### config.mk
export PLATFORM = sky130hd
export DESIGN_NAME = ctps_square
export DESIGN_NICKNAME = d
export VERILOG_FILES = /design/src/rtl/ctps_pkg.sv /design/src/rtl/ctps_square.sv
export SDC_FILE = /design/constraint.sdc
export NUM_CORES = 2
export LEC_CHECK = 0
export ABC_AREA = 1
export BUFFER_PORTS_ARGS = -buffer_cell sky130_fd_sc_hd__buf_2
export CELL_PAD_IN_SITES_DETAIL_PLACEMENT = 1
export CELL_PAD_IN_SITES_GLOBAL_PLACEMENT = 1
export CORE_UTILIZATION = 49
export DETAILED_ROUTE_END_ITERATION = 7
export GPL_TIMING_DRIVEN = 0
export PLACE_DENSITY_LB_ADDON = 0.1
export SLEW_MARGIN = 20
export SYNTH_ARGS = -nofsm -noshare
export SYNTH_HDL_FRONTEND = slang
export SYNTH_SLANG_ARGS = --single-unit
### constraint.sdc
create_clock -name clk -period 15.75 [get_ports clk]
set_input_delay 1.575 -clock clk [delete_from_list [all_inputs] [get_ports clk]]
set_output_delay 1.575 -clock clk [all_outputs]
set_load 0.01 [all_outputs]
### src/rtl/ctps_pkg.sv
// Shared types, constants and helpers for the cosine partial-sum chain.
// No dependencies; every other file refers to this package by scoped name.
`timescale 1ns / 1ps

package ctps_pkg;

    // Series depth and fixed-point format
    localparam int MAX_ORDER = 9;
    localparam int FRAC_BITS = 29;
    localparam int NRES      = MAX_ORDER + 1;
    localparam int IDX_W     = $clog2(NRES);

    // Field widths
    localparam int ANGLE_W   = 32;
    localparam int OUT_W     = 36;
    localparam int ORD_W     = 4;

    // Datapath widths
    localparam int MAG_W     = 48;
    localparam int MAG_LO_W  = MAG_W / 2;
    localparam int MAG_HI_W  = MAG_W - MAG_LO_W;
    localparam int RECIP_W   = 32;
    localparam int SQ_W      = 2 * ANGLE_W;
    localparam int XSQ_W     = SQ_W - 1 - FRAC_BITS;
    localparam int ACC_W     = MAG_W + 6;

    localparam logic [MAG_W-1:0] TERM_CAP = '1;
    localparam logic signed [ACC_W-1:0] SUM_MAX =
        (ACC_W'(1) << (OUT_W - 1)) - ACC_W'(1);
    localparam logic signed [ACC_W-1:0] SUM_MIN = ~SUM_MAX;
    localparam logic signed [ACC_W-1:0] ONE_ACC = ACC_W'(1) << FRAC_BITS;
    localparam logic [MAG_W-1:0] ONE_MAG = MAG_W'(1) << FRAC_BITS;

    // round(2^32 / ((2k-1)*2k)) for k = 1..15
    localparam logic [RECIP_W-1:0] RECIP_TAB [1:15] = '{
        32'd2147483648, 32'd357913941, 32'd143165577, 32'd76695845,
        32'd47721859,   32'd32537631,  32'd23598721,  32'd17895697,
        32'd14035841,   32'd11302546,  32'd9296466,   32'd7780738,
        32'd6607642,    32'd5681174,   32'd4936744
    };

    // One angle travelling down the chain
    typedef struct packed {
        logic [XSQ_W-1:0]              xsq;
        logic [MAG_W-1:0]              mag;
        logic                          neg;
        logic signed [ACC_W-1:0]       acc;
        logic [NRES-1:0][OUT_W-1:0]    sums;
    } ctps_item_t;

    // Clamp the accumulator to the result range
    function automatic logic [OUT_W-1:0] sat_out(input logic signed [ACC_W-1:0] a);
        logic [OUT_W-1:0] r;
        if (a > SUM_MAX) begin
            r = SUM_MAX[OUT_W-1:0];
        end else if (a < SUM_MIN) begin
            r = SUM_MIN[OUT_W-1:0];
        end else begin
            r = a[OUT_W-1:0];
        end
        return r;
    endfunction

endpackage

### src/rtl/ctps_square.sv
// Head of the chain: magnitude of the angle, its square, and the order-0 term.
// Depends on ctps_pkg.
`timescale 1ns / 1ps

module ctps_square (
    input  logic                                clk,
    input  logic                                rst_n,
    input  logic                                en,
    input  logic                                in_valid,
    input  logic [ctps_pkg::ANGLE_W-1:0]        angle,
    output logic                                out_valid,
    output ctps_pkg::ctps_item_t                out_item
);

    logic                                va_reg;
    logic                                vb_reg;
    logic                                vc_reg;
    logic [ctps_pkg::ANGLE_W-1:0]        absx_reg;
    logic [ctps_pkg::ANGLE_W-1:0]        absx_next;
    logic [ctps_pkg::SQ_W-1:0]           sq_reg;
    logic [ctps_pkg::SQ_W-1:0]           sq_next;
    logic [ctps_pkg::SQ_W-1:0]           sq_round;
    ctps_pkg::ctps_item_t                item_reg;
    ctps_pkg::ctps_item_t                item_next;

    // Take the magnitude; the most negative angle maps onto itself
    assign absx_next = angle[ctps_pkg::ANGLE_W-1] ? (~angle + 1'b1) : angle;

    // Square at full width
    assign sq_next = ctps_pkg::SQ_W'(absx_reg) * ctps_pkg::SQ_W'(absx_reg);

    // Round half up to the fraction width and seed the order-0 term
    always_comb
    begin
        sq_round       = sq_reg + (ctps_pkg::SQ_W'(1) << (ctps_pkg::FRAC_BITS - 1));
        item_next      = '0;
        item_next.xsq  = ctps_pkg::XSQ_W'(sq_round >> ctps_pkg::FRAC_BITS);
        item_next.mag  = ctps_pkg::ONE_MAG;
        item_next.neg  = 1'b0;
        item_next.acc  = ctps_pkg::ONE_ACC;
        item_next.sums[0] = ctps_pkg::sat_out(ctps_pkg::ONE_ACC);
    end

    // Advance valid bits
    always_ff @(posedge clk or negedge rst_n)
    begin
        if (!rst_n)
        begin
            va_reg <= 1'b0;
            vb_reg <= 1'b0;
            vc_reg <= 1'b0;
        end
        else if (en)
        begin
            va_reg <= in_valid;
            vb_reg <= va_reg;
            vc_reg <= vb_reg;
        end
    end

    // Advance payload
    always_ff @(posedge clk)
    begin
        if (en)
        begin
            absx_reg <= absx_next;
            sq_reg   <= sq_next;
            item_reg <= item_next;
        end
    end

    assign out_valid = vc_reg;
    assign out_item  = item_reg;

endmodule

* Yosys cells after proc, flatten, opt, wreduce, memory -nomap -nowiden *
Cells that the tools add are included.

storage, ports and cells
  register bits = 132
  input bits = 36
  output and inout port bits = 498
  logic and storage cells = 12

cells by class
  add/sub/neg operators = 2
  multipliers = 1
  muxes and demuxes = 1
  bitwise gates (word level) = 1

operators by type and width
  operator                number
  $add 63x29->63 const B  1
  $mul 32x32->63          1
  $add 32x1->32 const B   1
  $not 32->32             1
  $mux 31                 1

* Longest topological paths before layout *
  word-level depth = 3
  mapped depth = 33
  gate-level depth less buffers = 31

* Worst setup path before layout *
No wires, ideal clock.

  path kind = reg-to-reg
  start point = register absx_reg[14] (netlist name)
  end point = register sq_reg[49] (netlist name) (data pin)
  setup time = 253 ps
  arrival = 6525 ps
  path slack = 8973 ps
  cell stages (with the launch flop) = 30
  path buffers = 2
  clock period less this slack = 6777 ps
  cell sequence = edfxtp_1 > clkbuf_1 > buf_1 > nand2_1 > fa_1 > inv_1 > fa_1 > inv_1 > fa_1 > fa_1 > inv_1 > fa_1 > inv_1 > fa_1 > inv_1 > fa_1 > inv_1 > fa_1 > inv_1 > ha_1 > nand2_1 > nand2_1 > nand2_1 > nand2_1 > a21oi_1 > nor2_1 > o21ai_0 > nand3_1 > nand2_1 > nand2_1

between the ends
  cells in the longest elaborated chain, start to end = 1

ends and longest elaborated chain
  what                         line               source
  start: declaration           ctps_square.sv:18  logic [ctps_pkg::ANGLE_W-1:0] absx_reg;
  start signal: assignment     ctps_square.sv:66  absx_reg <= absx_next;
  $mul 32x32->63               ctps_square.sv:30  assign sq_next = ctps_pkg::SQ_W'(absx_reg) * ctps_pkg::SQ_W'(absx_reg);
  named net sq_next (one bit)  ctps_square.sv:21  logic [ctps_pkg::SQ_W-1:0] sq_next;
  end signal: assignment       ctps_square.sv:67  sq_reg <= sq_next;
  end: declaration             ctps_square.sv:20  logic [ctps_pkg::SQ_W-1:0] sq_reg;

The timed path passes the listed nets, and every way through them passes these cells.
A chain may end at the register's enable or synchronous reset.

* Worst setup path after layout *
  start point = register absx_reg[19] (netlist name)
  end point = register sq_reg[45] (netlist name) (data pin)

The elaborated chain is that of the path after synthesis.

==> impl_metrics.ini <==
[placed_design]
place_worst_setup_slack_ps = 6710
port_buffers = 70
dp_hpwl_mm = 117
place_congestion = 0.996

[global_routing]
grt_pass1_vias = 35086
grt_pass1_wl_mm = 210
grt_antenna_before_repair = 3
grt_max_degree = 65
grt_overflow_total = 0
track_usage_pct = 35.1

[timing]
hold_viol = 0
finalClockSkew_ps = 23.2
setup_viol = 0
relSlewSlack_pct = 13.0
period_share_pct = 59.2
min_period_ps = 9330
finalMaxSlewViolations = 0
fin_setup_tns_ps = 0
setup_slack_ps = 6420
rsz0062_at_grt = no
clock.fmax_ghz = 0.107
tightest_slew_ps = 1310

[detailed_routing]
dr.pass1.iters = 5
drc_errors = 0
drt_wl_total_mm = 138
initialDrtViolationCount = 1966
ant_nets = 0
wl_per_cell_um = 21.4
vias = 31143
via_per_inst = 4.83

[job]
drv_cap = 0

[floorplan]
core_sq_um = 79100
pin_count = 534
die_width_um = 285
dieHeight_um = 285
start_util_pct = 49.7
rows = 103
die_area_sq_um = 81400

[logic_synthesis]
synth_warnings = 0
synthMuxAreaShare_pct = 0.0286
synth_top_cell_area_share_pct = 40.4
ys_seq_area_share_pct = 7.90
synth-simple-area-share_pct = 14.0
syn_area_sq_um = 39300
synth_top_family_by_area = adder cells
synth_fa_ha_area_share_pct = 49.6
avgSynthCellArea_sq_um = 8.11
synth-compound-area-share_pct = 2.19
yosysTopAreaCell = fa_1
postSynthCellCount = 4848
synth-seq-cells = 104
synth.distinct_cells = 42
ys_top_cells_by_area = fa_1 40%, inv_1 14%, nand2_1 10%
synth_xor_area_share_pct = 2.36

[setup_path]
required_ps = 15920
max_stage_delay_ps = 920
worstSetupPathType = reg2reg
crit_slowest_cell = clkbuf_1
arrival_ps = 9490
path_cells = clkbuf_1, clkbuf_1, nand2_1, fa_1, fa_1, fa_1, fa_1, inv_1, fa_1, fa_1, fa_1, fa_1, ha_1, nand2_1, nor2_1, nand2_1, nor2_1, nand3_1, nand2_1, nand2_1, nand3_1, nand2_1
cp-start-kind = register
path_max_fanout = 10
critPathCaptureType = register
critPathMostFrequentCell = fa_1

[cells_and_area]
fillers = 10096
drive_gt1_share_pct = 11.1
largest_reg_flops = 35
nets = 6510
syn_to_final_growth_pct = 9.49

[clock_network]
cts_tree = done
post_cts_resized = 0
clockBufferDepth = 2
clock_sinks = 104
worstSkewPairLatency_ps = 420
htree_levels = 3
cts_root_buffer = clkbuf_16
path_clk_slew_ps = 90
cts_setup_buffers = 0
cts_buffers = 9
ctsHoldBuffers = 0

[status]
outcome = complete, no violations

[worst_hold_path]
hold_path.class = reg2reg
synthesized netlist by cell type:
cell type  instances
nand2_1         1051
inv_2              3
xor2_1            77
a21o_1             4
buf_2              1
fa_1             793
nand3b_1           4
a21boi_1           1
clkbuf_1          95
o21bai_1          27
nand3_4            1
conb_1             2
and3_1             1
xnor2_1           29
nor2_2             5
nor4_1             8
nor3_1            25
nand4_2            1
a31oi_1            2
nand3_1           76
and2_1             1
nand3_2            4
nor2_1           154
inv_1           1469
buf_1             10
o31ai_4            1
mux2_2             1
o31ai_1            3
nand4_1           22
a31o_2             7
nor4_4             1
nor2_4             4
nor2_8             1
or2_2              5
edfxtp_1         101
a21oi_1           70
o21ai_0           29
dfrtp_1            3
ha_1             290
nand2_4            2
o211ai_1           1
buf_4            463
worst max-delay path: cells and delay by family, from the launching register on:
| family | cells | cell delay, ps |
|---|---|---|
| fa+ha+maj | 9 | 4720 |
| buf+inv | 3 | 1860 |
| simple gates | 10 | 1650 |
| flops | 1 | 810 |
cell families (layout without fill, tap and decap cells):
group,Yosys count,after routing
compound gates,145,145
xor+xnor,106,106
fa+ha+maj,1083,1083
buf+inv,2041,2128
flops,104,104
mux,1,1
other cells,2,464
simple gates,1366,1366
placed cells by master (no fill, tap or decap), drive strengths merged, types with 27 or more instances in the layout:
| master | count |
|---|---|
| buf | 545 |
| xnor2 | 29 |
| o21bai | 27 |
| fa | 793 |
| nand2 | 1053 |
| o21ai | 29 |
| conb | 463 |
| nand3 | 81 |
| clkbuf | 105 |
| a21oi | 70 |
| ha | 290 |
| inv | 1474 |
| xor2 | 77 |
| edfxtp | 101 |
| nor2 | 164 |
metrics by stage:
step / util, % / instances / instance area [sq um] / hold WS (ps)
5_1_grt: 54.4 / 6446 / 43100 / 548
2_1_floorplan: - / 5309 / 41100 / 478
3_3_place_gp: 54.0 / 6429 / 42700 / 487
3_5_place_dp: 54.0 / 6430 / 42800 / 499
6_report: 54.4 / 6447 / 43100 / 523
4_1_cts: 54.4 / 6446 / 43000 / 527
final cells by class:
class                           instances  area [sq um]  share of cell area [%]
Timing Repair Buffer                   71           384                   0.892
Antenna cell                            1          2.50                 0.00581
Clock buffer                           10           239                   0.555
Sequential cell                       104          3110                    7.22
Multi-Input combinational cell       3164         28500                    66.3
Tap cell                             1050          1310                    3.05
Buffer                                569          3890                    9.03
Inverter                             1472          5530                    12.8
Clock inverter                          6          50.0                   0.116
path summary, 6_finish.rpt:
check | from | end | slack, ps | cells after the start
min in group asynchronous | rst_n | out_valid | 950 | 1
min | va_reg | vb_reg | 520 | 2
max reg2reg | absx_reg[19] | sq_reg[45] | 6420 | 22
max | absx_reg[19] | sq_reg[45] | 6420 | 22
max in group asynchronous | rst_n | vb_reg | 14690 | 1
min reg2reg | va_reg | vb_reg | 520 | 2
routing by layer:
metal / global-route usage [%] / vias to the layer above / share of wire, %
li1: - / 13900 / -
met1: 43.9 / 15675 / 39
met2: 57.5 / 1291 / 47
met3: 8.42 / 273 / 9.1
met4: 16.0 / 4 / 5.1
met5: 0 / - / 0.019
Power is left out: the tool's default activity adds up to more than one toggle a clock period on the data nets, which glitch-free logic cannot reach.
