`config.mk`:
```
export PLATFORM = sky130hd
export DESIGN_NAME = ctps_ser_flat
export DESIGN_NICKNAME = d
export VERILOG_FILES = /design/src/rtl/ctps_pkg.sv /design/src/rtl/ctps_out_if.sv /design/src/rtl/ctps_ser.sv /design/src/flat_wrapper.sv
export SDC_FILE = /design/constraint.sdc
export NUM_CORES = 1
export LEC_CHECK = 0
export BUFFER_PORTS_ARGS = -buffer_cell sky130_fd_sc_hd__clkbuf_2
export CAP_MARGIN = 20
export CORE_ASPECT_RATIO = 1.2
export CORE_UTILIZATION = 40
export CTS_CLUSTER_DIAMETER = 30
export DETAILED_ROUTE_END_ITERATION = 8
export PLACE_DENSITY = 0.6
export REMOVE_ABC_BUFFERS = 1
export SLEW_MARGIN = 20
export SYNTH_ARGS = -nofsm -noshare
export SYNTH_HDL_FRONTEND = slang
export SYNTH_SLANG_ARGS = --single-unit
```
`constraint.sdc`:
```
create_clock -name clk -period 13 [get_ports clk]
set_input_delay 1.3 -clock clk [delete_from_list [all_inputs] [get_ports clk]]
set_output_delay 1.3 -clock clk [all_outputs]
set_load 0.02 [all_outputs]
```
`src/rtl/ctps_pkg.sv`:
```
// Shared types, constants and helpers for the cosine partial-sum chain.
// No dependencies; every other file refers to this package by scoped name.
`timescale 1ns / 1ps

package ctps_pkg;

    // Series depth and fixed-point format
    localparam int MAX_ORDER = 9;
    localparam int FRAC_BITS = 29;
    localparam int NRES      = MAX_ORDER + 1;
    localparam int IDX_W     = $clog2(NRES);

    // Field widths
    localparam int ANGLE_W   = 32;
    localparam int OUT_W     = 36;
    localparam int ORD_W     = 4;

    // Datapath widths
    localparam int MAG_W     = 48;
    localparam int MAG_LO_W  = MAG_W / 2;
    localparam int MAG_HI_W  = MAG_W - MAG_LO_W;
    localparam int RECIP_W   = 32;
    localparam int SQ_W      = 2 * ANGLE_W;
    localparam int XSQ_W     = SQ_W - 1 - FRAC_BITS;
    localparam int ACC_W     = MAG_W + 6;

    localparam logic [MAG_W-1:0] TERM_CAP = '1;
    localparam logic signed [ACC_W-1:0] SUM_MAX =
        (ACC_W'(1) << (OUT_W - 1)) - ACC_W'(1);
    localparam logic signed [ACC_W-1:0] SUM_MIN = ~SUM_MAX;
    localparam logic signed [ACC_W-1:0] ONE_ACC = ACC_W'(1) << FRAC_BITS;
    localparam logic [MAG_W-1:0] ONE_MAG = MAG_W'(1) << FRAC_BITS;

    // round(2^32 / ((2k-1)*2k)) for k = 1..15
    localparam logic [RECIP_W-1:0] RECIP_TAB [1:15] = '{
        32'd2147483648, 32'd357913941, 32'd143165577, 32'd76695845,
        32'd47721859,   32'd32537631,  32'd23598721,  32'd17895697,
        32'd14035841,   32'd11302546,  32'd9296466,   32'd7780738,
        32'd6607642,    32'd5681174,   32'd4936744
    };

    // One angle travelling down the chain
    typedef struct packed {
        logic [XSQ_W-1:0]              xsq;
        logic [MAG_W-1:0]              mag;
        logic                          neg;
        logic signed [ACC_W-1:0]       acc;
        logic [NRES-1:0][OUT_W-1:0]    sums;
    } ctps_item_t;

    // Clamp the accumulator to the result range
    function automatic logic [OUT_W-1:0] sat_out(input logic signed [ACC_W-1:0] a);
        logic [OUT_W-1:0] r;
        if (a > SUM_MAX) begin
            r = SUM_MAX[OUT_W-1:0];
        end else if (a < SUM_MIN) begin
            r = SUM_MIN[OUT_W-1:0];
        end else begin
            r = a[OUT_W-1:0];
        end
        return r;
    endfunction

endpackage

```
`src/rtl/ctps_out_if.sv`:
```
// Result channel: valid/ready handshake carrying one partial sum per item.
// Depends on ctps_pkg.
`timescale 1ns / 1ps

interface ctps_out_if;
    logic                                valid;
    logic                                ready;
    logic signed [ctps_pkg::OUT_W-1:0]   partial_sum;
    logic [ctps_pkg::ORD_W-1:0]          order;
    logic                                last;

    modport source (output valid, output partial_sum, output order, output last,
                    input ready);
    modport sink   (input valid, input partial_sum, input order, input last,
                    output ready);
endinterface

```
`src/rtl/ctps_ser.sv`:
```
// Result serializer: loads all partial sums of one angle, sends one per item.
// Depends on ctps_pkg and ctps_out_if.
`timescale 1ns / 1ps

module ctps_ser (
    input  logic                                           clk,
    input  logic                                           rst_n,
    input  logic                                           tail_valid,
    input  logic [ctps_pkg::NRES-1:0][ctps_pkg::OUT_W-1:0] tail_sums,
    output logic                                           load_ready,
    ctps_out_if.source                                     res
);

    logic                                             busy_reg;
    logic [ctps_pkg::IDX_W-1:0]                       cnt_reg;
    logic [ctps_pkg::NRES-1:0][ctps_pkg::OUT_W-1:0]   hold_reg;
    logic                                             at_last;
    logic                                             load;
    logic                                             take;

    assign at_last    = (cnt_reg == ctps_pkg::IDX_W'(ctps_pkg::MAX_ORDER));
    assign take       = busy_reg && res.ready;
    assign load_ready = !busy_reg || (take && at_last);
    assign load       = tail_valid && load_ready;

    // Track the item being sent
    always_ff @(posedge clk or negedge rst_n)
    begin
        if (!rst_n)
        begin
            busy_reg <= 1'b0;
            cnt_reg  <= '0;
        end
        else if (load)
        begin
            busy_reg <= 1'b1;
            cnt_reg  <= '0;
        end
        else if (take)
        begin
            busy_reg <= !at_last;
            cnt_reg  <= at_last ? cnt_reg : cnt_reg + 1'b1;
        end
    end

    // Load all sums, then shift one out per item taken
    always_ff @(posedge clk)
    begin
        if (load)
        begin
            hold_reg <= tail_sums;
        end
        else if (take)
        begin
            hold_reg <= hold_reg >> ctps_pkg::OUT_W;
        end
    end

    assign res.valid       = busy_reg;
    assign res.partial_sum = hold_reg[0];
    assign res.order       = ctps_pkg::ORD_W'(cnt_reg);
    assign res.last        = at_last;

    // A freshly loaded angle starts at order zero
    a_load_order0: assert property (@(posedge clk) disable iff (!rst_n)
        load |=> (res.valid && res.order == '0))
        else $error("loaded angle does not start at order zero");

    // Orders step by one on each item taken
    a_order_step: assert property (@(posedge clk) disable iff (!rst_n)
        (take && !at_last) |=> (res.valid &&
            cnt_reg == ctps_pkg::IDX_W'($past(cnt_reg) + 1'b1)))
        else $error("order did not advance by one");

    // A stalled result keeps its order
    a_stall_hold: assert property (@(posedge clk) disable iff (!rst_n)
        (busy_reg && !res.ready) |=> (busy_reg && $stable(cnt_reg)))
        else $error("order moved while stalled");

    // Only the final order ends an angle without a new load
    a_end_clean: assert property (@(posedge clk) disable iff (!rst_n)
        (take && at_last && !tail_valid) |=> !busy_reg)
        else $error("serializer stayed busy after final order");

endmodule

```
`src/flat_wrapper.sv`:
```
// flat-port wrapper written by rule: the top's interface ports become plain ports
module ctps_ser_flat 
  (clk, rst_n, tail_valid, tail_sums, load_ready, res_valid, res_partial_sum, res_order, res_last, res_ready);
  ctps_out_if res_i ();
  input  logic clk;
  input  logic rst_n;
  input  logic tail_valid;
  input  logic [ctps_pkg::NRES-1:0][ctps_pkg::OUT_W-1:0] tail_sums;
  output logic load_ready;
  output wire logic [$bits(res_i.valid)-1:0] res_valid;
  output wire logic [$bits(res_i.partial_sum)-1:0] res_partial_sum;
  output wire logic [$bits(res_i.order)-1:0] res_order;
  output wire logic [$bits(res_i.last)-1:0] res_last;
  input wire logic [$bits(res_i.ready)-1:0] res_ready;
  assign res_valid = res_i.valid;
  assign res_partial_sum = res_i.partial_sum;
  assign res_order = res_i.order;
  assign res_last = res_i.last;
  assign res_i.ready = res_ready;
  ctps_ser u_core (.clk(clk), .rst_n(rst_n), .tail_valid(tail_valid), .tail_sums(tail_sums), .load_ready(load_ready), .res(res_i));
endmodule
```
## Yosys cells after proc, flatten, opt, wreduce, memory -nomap -nowiden

Index checks and enable logic that the tools add are counted.

| operators by class | value |
|---|---|
| equal/unequal tests | 2 |
| mux-type cells | 7 |
| reduce and logical (&&, ||, !) cells | 8 |
| add/subtract/negate cells | 1 |

Operators by type and width:

| kind | number |
|---|---|
| $mux W360 | 2 |
| $mux W4 | 3 |
| $add A4 B1 Y4 const B | 1 |
| $eq A4 B4 Y1 const B | 1 |
| $logic_and A1 B1 Y1 | 3 |
| $logic_not A1 Y1 | 2 |
| $mux W1 | 2 |
| $ne A2 B2 Y1 const B | 1 |
| $reduce_and A2 Y1 | 1 |
| $reduce_bool A2 Y1 | 1 |
| $logic_or A1 B1 Y1 | 1 |

| word-level totals | value |
|---|---|
| register bits | 365 |
| word-level logic and storage cells | 30 |
| bits of input ports | 364 |
| output and inout bits | 43 |

## Depth between registers and ports, before layout

Gate-level depths: netlist of the first run.

| logic depth | value |
|---|---|
| word-level depth | 6 |
| gate-level depth with buffers | 7 |

## Least setup slack after synthesis of the first run

Ideal clock, no wire load.

| path | value |
|---|---|
| path kind | in2reg |
| start | input port res_ready |
| end | register u_core.hold_reg[100] (netlist bit) (enable) |
| required time | 10.323 ns |
| arrival | 7.265 ns |
| setup slack | 3.058 ns |
| buffers on the path | 0 |
| stages on the path | 2 |
| path through | nand2_1 nand2_1 |

| between the ends | value |
|---|---|
| word-level cells in the longest chain between the ends | 5 |

RTL lines:

| element | line | text |
|---|---|---|
| start: declaration | flat_wrapper.sv:14 | `input wire logic [$bits(res_i.ready)-1:0] res_ready;` |
| $logic_and A1 B1 Y1 (*) | ctps_ser.sv:22 | `assign take = busy_reg && res.ready;` |
| $logic_and A1 B1 Y1 | ctps_ser.sv:23 | `assign load_ready = !busy_reg \|\| (take && at_last);` |
| $logic_or A1 B1 Y1 | ctps_ser.sv:23 |  |
| $logic_and A1 B1 Y1 | ctps_ser.sv:24 | `assign load = tail_valid && load_ready;` |
| $reduce_bool A2 Y1 (no source line) (*) | n/a |  |
| end signal: assignment | ctps_ser.sv:51 | `hold_reg <= tail_sums;` |
| end signal: assignment | ctps_ser.sv:55 | `hold_reg <= hold_reg >> ctps_pkg::OUT_W;` |
| end: declaration | ctps_ser.sv:16 | `logic [ctps_pkg::NRES-1:0][ctps_pkg::OUT_W-1:0] hold_reg;` |

Mark *: on every way between the ends. The rest lies on a longest branch, timed or not.
A chain may end at the register's enable or synchronous reset.

## Worst setup path after layout of the first run

| path | value |
|---|---|
| start | input port res_ready |
| end | register u_core.hold_reg[56] (netlist bit) (data pin) |

| between the ends | value |
|---|---|
| word-level cells in the longest chain between the ends | 5 |

RTL lines:

| element | line | text |
|---|---|---|
| $logic_and A1 B1 Y1 | ctps_ser.sv:22 |  |
| $logic_and A1 B1 Y1 | ctps_ser.sv:23 |  |
| $logic_or A1 B1 Y1 | ctps_ser.sv:23 |  |
| $logic_and A1 B1 Y1 | ctps_ser.sv:24 |  |
| $mux W360 | ctps_ser.sv:49 | `if (load)` |

No other way between the ends.

==> Flow_metrics.wiki, run 1 <==
{| class="wikitable"
! Metric !! Value
|-
| Cell Area, Synth || 15700 µm²
|-
| Start of the worst register-to-register path || u_core.res.order[1]$_DFFE_PN0P_
|-
| Total Neg Setup Slack || 0 ps
|-
| Vias in the first global route || 8725
|-
| Remaining max-slew budget at the tightest pin || 27.0%
|-
| Setup Fix Bufs, Post-CTS || 0
|-
| Tot GR Track Use || 15.3%
|-
| Critical Path RT || 13320 ps
|-
| Per-cell via count in the routed design || 4.63
|-
| Hold Crit Endpoint || u_core.hold_reg[81]$_DFFE_PP_
|-
| Clock tree from TritonCTS || done
|-
| Hold Buf Count CTS || 0
|-
| Instance count on the critical path || 7
|-
| Root Buffer || sky130_fd_sc_hd__clkbuf_16
|-
| H-tree level count || 3
|-
| Residual DRC || 2
|-
| Count of cells resized by post-cts repair || 0
|-
| Clock latency on the worst-skew pair || 590 ps
|-
| Post-route clock period utilization || 35.6%
|-
| WL/cell || 16.7 µm
|-
| P per Cell Area || 191 nW/µm²
|-
| Unrepaired setup endpoints after global routing || false
|-
| Number of flip-flops under the largest register name || 324
|-
| Setup slack, reg-to-reg || 8480 ps
|-
| Hold violation total from the final report || 0
|-
| Vias || 8547
|-
| Transition time at the pin with the least slew margin || 1090 ps
|-
| Path type of the worst min-delay path || flip-flop to flip-flop
|-
| Crit path cell chain || clkbuf_2, nand4b_1, a21oi_4, buf_12, buf_4, buf_4, mux2_2
|-
| Area of the core || 38600 µm²
|-
| Leakage power summed over all cells || 8.06 nW
|-
| #FFs+latches synth || 365
|-
| Clock period minus final worst setup slack || 4620 ps
|-
| Pin count of the biggest net entering global routing || 193
|-
| Origin of the worst min-delay path || u_core.hold_reg[117]$_DFFE_PP_
|-
| HPWL after detailed placement || 20100 µm
|-
| Critical Path Most Common Cell || sky130_fd_sc_hd__buf_4
|-
| Critical Path Fanout Max || 192
|-
| Pre-antenna DRT Iters || 8
|-
| Outcome || complete, but fails checks
|-
| Layout net count || 1617
|-
| DRT antenna net count || 0
|-
| Cell at the slowest stage of the critical path || sky130_fd_sc_hd__buf_4
|-
| Die Area || 40000 µm²
|-
| WP buf/inv || 4
|-
| Depth of the worst register-to-register path || 8
|-
| Clock tree buffer depth || 3
|-
| Hold Path Depth || 1
|-
| CTS buffer count || 77
|-
| Layout overhead on the synthesized area || 29.9%
|-
| Sum of overflow across all layers after global routing || 0
|-
| Number of DRC markers in iteration 0 || 431
|-
| Standard-cell rows || 79
|-
| Commonest cells after routing, fill and taps aside || sky130_fd_sc_hd__clkbuf_2 (406), sky130_fd_sc_hd__edfxtp_1 (360), sky130_fd_sc_hd__mux2_1 (204)
|-
| Capture instance of the worst register-to-register path || u_core.hold_reg[56]$_DFFE_PP_
|-
| Total of buffers placed on input and output ports || 406
|-
| Maximum vdd drop || 0.120 mV
|-
| Placer's final routability congestion estimate || 0.752
|-
| Clk sinks || 365
|-
| Count of cell types in the netlist || 27
|-
| Synthesized area per cell || 18.8 µm²
|-
| Total wirelength of the detailed-routed design || 30800 µm
|-
| Worst Clk Skew || 20.7 ps
|-
| Total of endpoints with negative setup slack in the final report || 0
|-
| Critical path startpoint category || primary input
|-
| Total power consumption of the routed design || 3.88 mW
|-
| Most common cell after layout, fill and taps aside || sky130_fd_sc_hd__clkbuf_2
|-
| Layout cell share with drive strength beyond 1 || 50.3%
|-
| Category of the most critical setup path || primary input to flip-flop
|-
| I/O pin count || 407
|-
| Initial antenna violation count || 5
|-
| Wire length of the first global-routing pass || 46200 µm
|-
| Die Y || 219 µm
|-
| Yosys warns || 0
|-
| Effective utilization at floorplan || 40.5%
|-
| Final number of max-transition violations || 0
|-
| Post-synthesis sequential area ratio || 69.8%
|-
| Number of violations of the max-capacitance limit || 0
|-
| Violations in the final reports || design-rule violations
|-
| Worst path arrival time || 4940 ps
|-
| CP max stage delay || 920 ps
|-
| Worst setup EP type || flip-flop
|-
| Fmax || 216 MHz
|-
| Clock transition at the registers of the reported paths || 40 ps
|-
| X dimension of the die || 183 µm
|-
| Post-synthesis cell count || 834
|-
| Top Family by Delay on Critical Path || buffers and inverters
|}
-- per-stage QoR --
stage / cells / instance area (µm²) / hold slack (ps) / util, % / setup slack (ps)
global placement: 1697 / 17800 / 503 / 46.0 / 7730
detailed placement: 1697 / 17800 / 511 / 46.0 / 7700
floorplan: 758 / 15000 / 502 / - / 3060
finish: 1845 / 20300 / 508 / 52.6 / 8380
global route: 1845 / 20300 / 511 / 52.6 / 8030
CTS: 1840 / 20300 / 508 / 52.5 / 8310
-- layout make-up --
cell class / count / area [µm²]
Antenna cell: 4 / 10.0
Multi-Input combinational cell: 389 / 4070
Timing Repair Buffer: 414 / 2130
Tap cell: 526 / 658
Inverter: 4 / 15.0
Sequential cell: 365 / 10900
Clock buffer: 88 / 2000
Fill cell: 3268 / 18300
Clock inverter: 55 / 527
-- cells by family (layout without fill, tap and decap cells) --
group	after synthesis	count (layout)	synth area share (%)
compound gates	7	7	0.367
fa+ha+maj	2	2	0.160
buf+inv	80	561	4.24
flops	365	365	69.8
mux	324	324	23.3
other cells	0	4	0
simple gates	56	56	2.14
-- Yosys cell counts, drive strengths merged --
master,instances,area [µm²]
o21ai,1,5.00
clkbuf,4,15.0
or3b,1,8.76
nor3,1,5.00
nand3b,1,7.51
nand2,6,22.5
dfrtp,5,125
a31oi,1,6.26
ha,2,25.0
mux2,324,3650
or3,1,6.26
inv,4,15.0
a221o,2,20.0
nor2b,1,6.26
a21oi,3,26.3
and3,2,12.5
buf,72,634
nand4b,2,17.5
nor2,2,7.51
nand2b,1,6.26
edfxtp,360,10800
nand3,2,10.0
and2,36,225
-- where the power goes --
part | switching (mW) | internal [mW] | total, mW
Sequential | 0.0493 | 1.56 | 1.61
Combinational | 0.199 | 0.207 | 0.406
Clock | 0.642 | 1.23 | 1.87
Total | 0.890 | 2.99 | 3.88
-- worst max path at each step --
stage,start,end
finish,res_ready,u_core.hold_reg[56]$_DFFE_PP_
CTS,res_ready,u_core.hold_reg[56]$_DFFE_PP_
global route,res_ready,u_core.res.partial_sum[4]$_DFFE_PP_
detailed placement,res_ready,u_core.res.partial_sum[30]$_DFFE_PP_
global placement,res_ready,u_core.hold_reg[40]$_DFFE_PP_
floorplan,res_ready,u_core.hold_reg[100]$_DFFE_PP_
-- layer usage --
layer  GRT usage, %  wire length (µm)  part of all wire (%)  up-vias
li1               -                 -                     -     4068
met1           16.3             11300                    37     4107
met2           26.0             16000                    52      297
met3           5.84              2580                   8.4       73
met4           8.40               969                   3.1        2
met5              0                16                 0.052        -
Power figures use the tool's default switching activity.
==> run 2, diff against run 1 <==
--- a/config.mk
+++ b/config.mk
@@ -5,13 +5,14 @@
 export SDC_FILE = /design/constraint.sdc
 export NUM_CORES = 1
 export LEC_CHECK = 0
+export ABC_AREA = 1
 export BUFFER_PORTS_ARGS = -buffer_cell sky130_fd_sc_hd__clkbuf_2
 export CAP_MARGIN = 20
 export CORE_ASPECT_RATIO = 1.2
 export CORE_UTILIZATION = 40
 export CTS_CLUSTER_DIAMETER = 30
 export DETAILED_ROUTE_END_ITERATION = 8
-export PLACE_DENSITY = 0.6
+export PLACE_DENSITY = 0.62
 export REMOVE_ABC_BUFFERS = 1
 export SLEW_MARGIN = 20
 export SYNTH_ARGS = -nofsm -noshare
==> constraint.sdc (replaced) <==
create_clock -name clk -period 4 [get_ports clk]
set_input_delay 0.4 -clock clk [delete_from_list [all_inputs] [get_ports clk]]
set_output_delay 0.4 -clock clk [all_outputs]
set_load 0.02 [all_outputs]
==> run 2 against run 1 <==
The flow now finishes without violations; synthesized cell count up 91%; combinational power rose to 4.2 times the previous value; first-iteration DRC count up 84%; clock skew decreased by 3.4 ps; via count rose by 40%; sequential power increased to 3.3 times the previous value; largest cell class unchanged; critical path type is now flip-flop to flip-flop; die area grew 4.5%; clock power rose to 3.4 times the previous value.
==> Flow_metrics.wiki, run 2 <==
{| class="wikitable"
! Metric !! Value
|-
| Layout overhead on the synthesized area || 29.5%
|-
| Yosys warns || 0
|-
| Synthesized area per cell || 10.3 µm²
|-
| Total of buffers placed on input and output ports || 406
|-
| Commonest cells after routing, fill and taps aside || sky130_fd_sc_hd__nand2_1 (662), sky130_fd_sc_hd__clkbuf_2 (405), sky130_fd_sc_hd__edfxtp_1 (360)
|-
| Transition time at the pin with the least slew margin || 1050 ps
|-
| Category of the most critical setup path || flip-flop to flip-flop
|-
| Clock tree from TritonCTS || done
|-
| Number of enable-type register cells in the synthesized netlist || 360
|-
| Final std cell area, no fill || 21200 µm²
|-
| DRT antenna net count || 0
|-
| Hold Crit Endpoint || u_core.hold_reg[106]$_DFFE_PP_
|-
| Clk sinks || 365
|-
| X dimension of the die || 187 µm
|-
| Path type of the worst min-delay path || primary input to flip-flop
|-
| Cell at the slowest stage of the critical path || sky130_fd_sc_hd__nand3_4
|-
| #FFs+latches synth || 365
|-
| Critical Path Most Common Cell || sky130_fd_sc_hd__nand2_1
|-
| Remaining max-slew budget at the tightest pin || 30.1%
|-
| Total of fill cells in the finished design || 3653
|-
| Residual DRC || 0
|-
| Area contributors post-synth || sky130_fd_sc_hd__edfxtp_1 (66%), sky130_fd_sc_hd__nand2_1 (15%), sky130_fd_sc_hd__nand3_1 (10%), sky130_fd_sc_hd__buf_4 (2.7%), sky130_fd_sc_hd__buf_2 (1.3%)
|-
| Final number of max-transition violations || 0
|-
| Fmax || 375 MHz
|-
| Initial antenna violation count || 9
|-
| Hold Path Depth || 3
|-
| Clock tree buffer depth || 3
|-
| Critical Path RT || 4310 ps
|-
| Critical Path Fanout Max || 72
|-
| Vias || 12001
|-
| Layout net count || 2329
|-
| Dominant synthesized flop cell || sky130_fd_sc_hd__edfxtp_1
|-
| Number of flip-flops under the largest register name || 324
|-
| Crit path cell chain || inv_1, ha_1, nand3_1, nand2_1, nand3_4, buf_4, nand2_1, nand2_1
|-
| Area of the core || 40000 µm²
|-
| Count of cell types in the netlist || 18
|-
| Worst Clk Skew || 17.3 ps
|-
| Total Neg Setup Slack || 0 ps
|-
| HPWL after detailed placement || 24200 µm
|-
| Register Area || 10900 µm²
|-
| Clock latency on the worst-skew pair || 590 ps
|-
| Per-cell via count in the routed design || 4.67
|-
| Count of cells resized by post-cts repair || 0
|-
| Clock period minus final worst setup slack || 2670 ps
|-
| Sum of overflow across all layers after global routing || 0
|-
| Share of flip-flops with an asynchronous set or reset after synthesis || 1.37%
|-
| Standard-cell rows || 80
|-
| Wire length of the first global-routing pass || 59000 µm
|-
| Post-route clock period utilization || 66.7%
|-
| Placer's final routability congestion estimate || 0.814
|-
| CP max stage delay || 720 ps
|-
| H-tree level count || 3
|-
| Total of endpoints with negative setup slack in the final report || 0
|-
| Fin util || 53.0%
|-
| Portion of synthesized cell area occupied by the leading cell type || 66.0%
|-
| Effective utilization at floorplan || 40.9%
|-
| Critical path startpoint category || flip-flop
|-
| Origin of the worst min-delay path || tail_sums[106]
|-
| Total wirelength of the detailed-routed design || 37700 µm
|-
| Depth of the worst register-to-register path || 8
|-
| Dominant cell type by area after synthesis || sky130_fd_sc_hd__edfxtp_1
|-
| Most frequently used cell type in the post-synthesis netlist || sky130_fd_sc_hd__nand2_1
|-
| Maximum vdd drop || 0.394 mV
|-
| Setup slack, reg-to-reg || 1330 ps
|-
| Critical path launch point || u_core.res.order[1]$_DFFE_PN0P_
|-
| Number of violations of the max-capacitance limit || 0
|-
| Post-synthesis sequential area ratio || 66.8%
|-
| CTS buffer count || 79
|-
| I/O pin count || 407
|-
| Die Area || 41800 µm²
|-
| Vias in the first global route || 11846
|-
| Worst setup EP type || flip-flop
|-
| Area taken by multi-input logic gates || 4360 µm²
|-
| Tot GR Track Use || 17.8%
|-
| Outcome || finished clean
|-
| Root Buffer || sky130_fd_sc_hd__clkbuf_16
|-
| Start of the worst register-to-register path || u_core.res.order[1]$_DFFE_PN0P_
|-
| Capture instance of the worst register-to-register path || u_core.hold_reg[247]$_DFFE_PP_
|-
| Die Y || 224 µm
|-
| Cell Area, Synth || 16400 µm²
|-
| Most common cell after layout, fill and taps aside || sky130_fd_sc_hd__nand2_1
|-
| Pin count of the biggest net entering global routing || 155
|-
| WL/cell || 14.7 µm
|-
| Hold violation total from the final report || 0
|-
| Unrepaired setup endpoints after global routing || false
|-
| Layout cell share with drive strength beyond 1 || 27.9%
|-
| P per Cell Area || 629 nW/µm²
|-
| Pre-antenna DRT Iters || 5
|-
| Standard cell area after detailed placement || 18500 µm²
|-
| Number of DRC markers in iteration 0 || 793
|-
| Post-synthesis cell count || 1597
|-
| Worst path arrival time || 2980 ps
|-
| Synth top cells by count || sky130_fd_sc_hd__nand2_1 (662), sky130_fd_sc_hd__edfxtp_1 (360), sky130_fd_sc_hd__nand3_1 (329), sky130_fd_sc_hd__buf_4 (59), sky130_fd_sc_hd__inv_1 (46)
|-
| Leakage power summed over all cells || 9.88 nW
|-
| Clock transition at the registers of the reported paths || 50 ps
|}
## run 2: changes by cell type after synthesis, moves of 36 or more
cell,previous run,this run
sky130_fd_sc_hd__and2_1,36,0
sky130_fd_sc_hd__inv_1,4,46
sky130_fd_sc_hd__nand3_1,2,329
sky130_fd_sc_hd__nor2_1,2,38
sky130_fd_sc_hd__mux2_2,120,0
sky130_fd_sc_hd__mux2_1,204,0
sky130_fd_sc_hd__nand2_1,6,662
sky130_fd_sc_hd__buf_2,6,43
## run 2: kinds of logic after synthesis
| group | count (synthesis) | synth area share, % |
|---|---|---|
| flops | 365 | 66.8 |
| fa+ha+maj | 2 | 0.153 |
| simple gates | 1030 | 26.1 |
| buf+inv | 195 | 6.79 |
| compound gates | 4 | 0.122 |
| xor+xnor | 1 | 0.0535 |
## run 2: worst max-delay path by stage
stage | end | slack (ps) | cells after the start
6_report | u_core.hold_reg[247]$_DFFE_PP_ | 1330 | 8
2_1_floorplan | u_core.hold_reg[100]$_DFFE_PP_ | -7670 | 6
4_1_cts | u_core.hold_reg[296]$_DFFE_PP_ | 1300 | 8
5_1_grt | u_core.hold_reg[247]$_DFFE_PP_ | 1120 | 8
3_5_place_dp | u_core.hold_reg[247]$_DFFE_PP_ | 1340 | 8
3_3_place_gp | u_core.hold_reg[224]$_DFFE_PP_ | 1390 | 8
## run 2: layout make-up
type,instances,share of cell area [%]
timing repair buffer,433,11.4
clock buffer,90,9.86
antenna,9,0.106
multi-input combinational,1037,20.5
tap,533,3.14
clock inverter,55,2.56
sequential,365,51.6
inverter,47,0.867
## run 2: report_power, final
| part | internal, mW | switching [mW] | total, mW | leakage [nW] |
|---|---|---|---|---|
| combinational | 0.622 | 1.09 | 1.71 | 4.98 |
| clock | 4.26 | 2.05 | 6.31 | 1.28 |
| sequential | 5.13 | 0.189 | 5.32 | 3.63 |
| total | 10.0 | 3.33 | 13.3 | 9.88 |
## run 2: critical path, delay by kind of cell, from the launching register on
family                     cells  cell delay (ps)
adders and majority gates      1              160
buffers and inverters          2              640
DFF                            1              420
and+or+nand+nor                5             1160
## run 2: through the flow
| stage | hold WS, ps | instances | power, mW | setup WS, ps |
|---|---|---|---|---|
| after global placement | 221 | 2414 | 7.06 | 1390 |
| after detailed placement | 223 | 2414 | 7.12 | 1340 |
| after floorplan | 104 | 1449 | 6.78 | -7670 |
| after global routing | 95.0 | 2569 | 14.0 | 1120 |
| after CTS | 68.0 | 2560 | 13.5 | 1300 |
| final | 105 | 2569 | 13.3 | 1330 |
## run 2: layer usage
layer  vias to the layer above  share of wire (%)  global-route usage [%]
li1                       6123                  -                       -
met1                      5420                 39                    20.3
met2                       386                 52                    30.4
met3                        72                6.3                    4.10
met4                         0                3.3                    11.0
met5                         -                  0                       0
## run 2: timing repair
| action | CTS | global route |
|---|---|---|
| hold buffers | 1 | 0 |
| endpoints found under the setup margin | 0 | 0 |
| endpoints found under the hold margin | 5 | 0 |
| setup buffers | 0 | 0 |
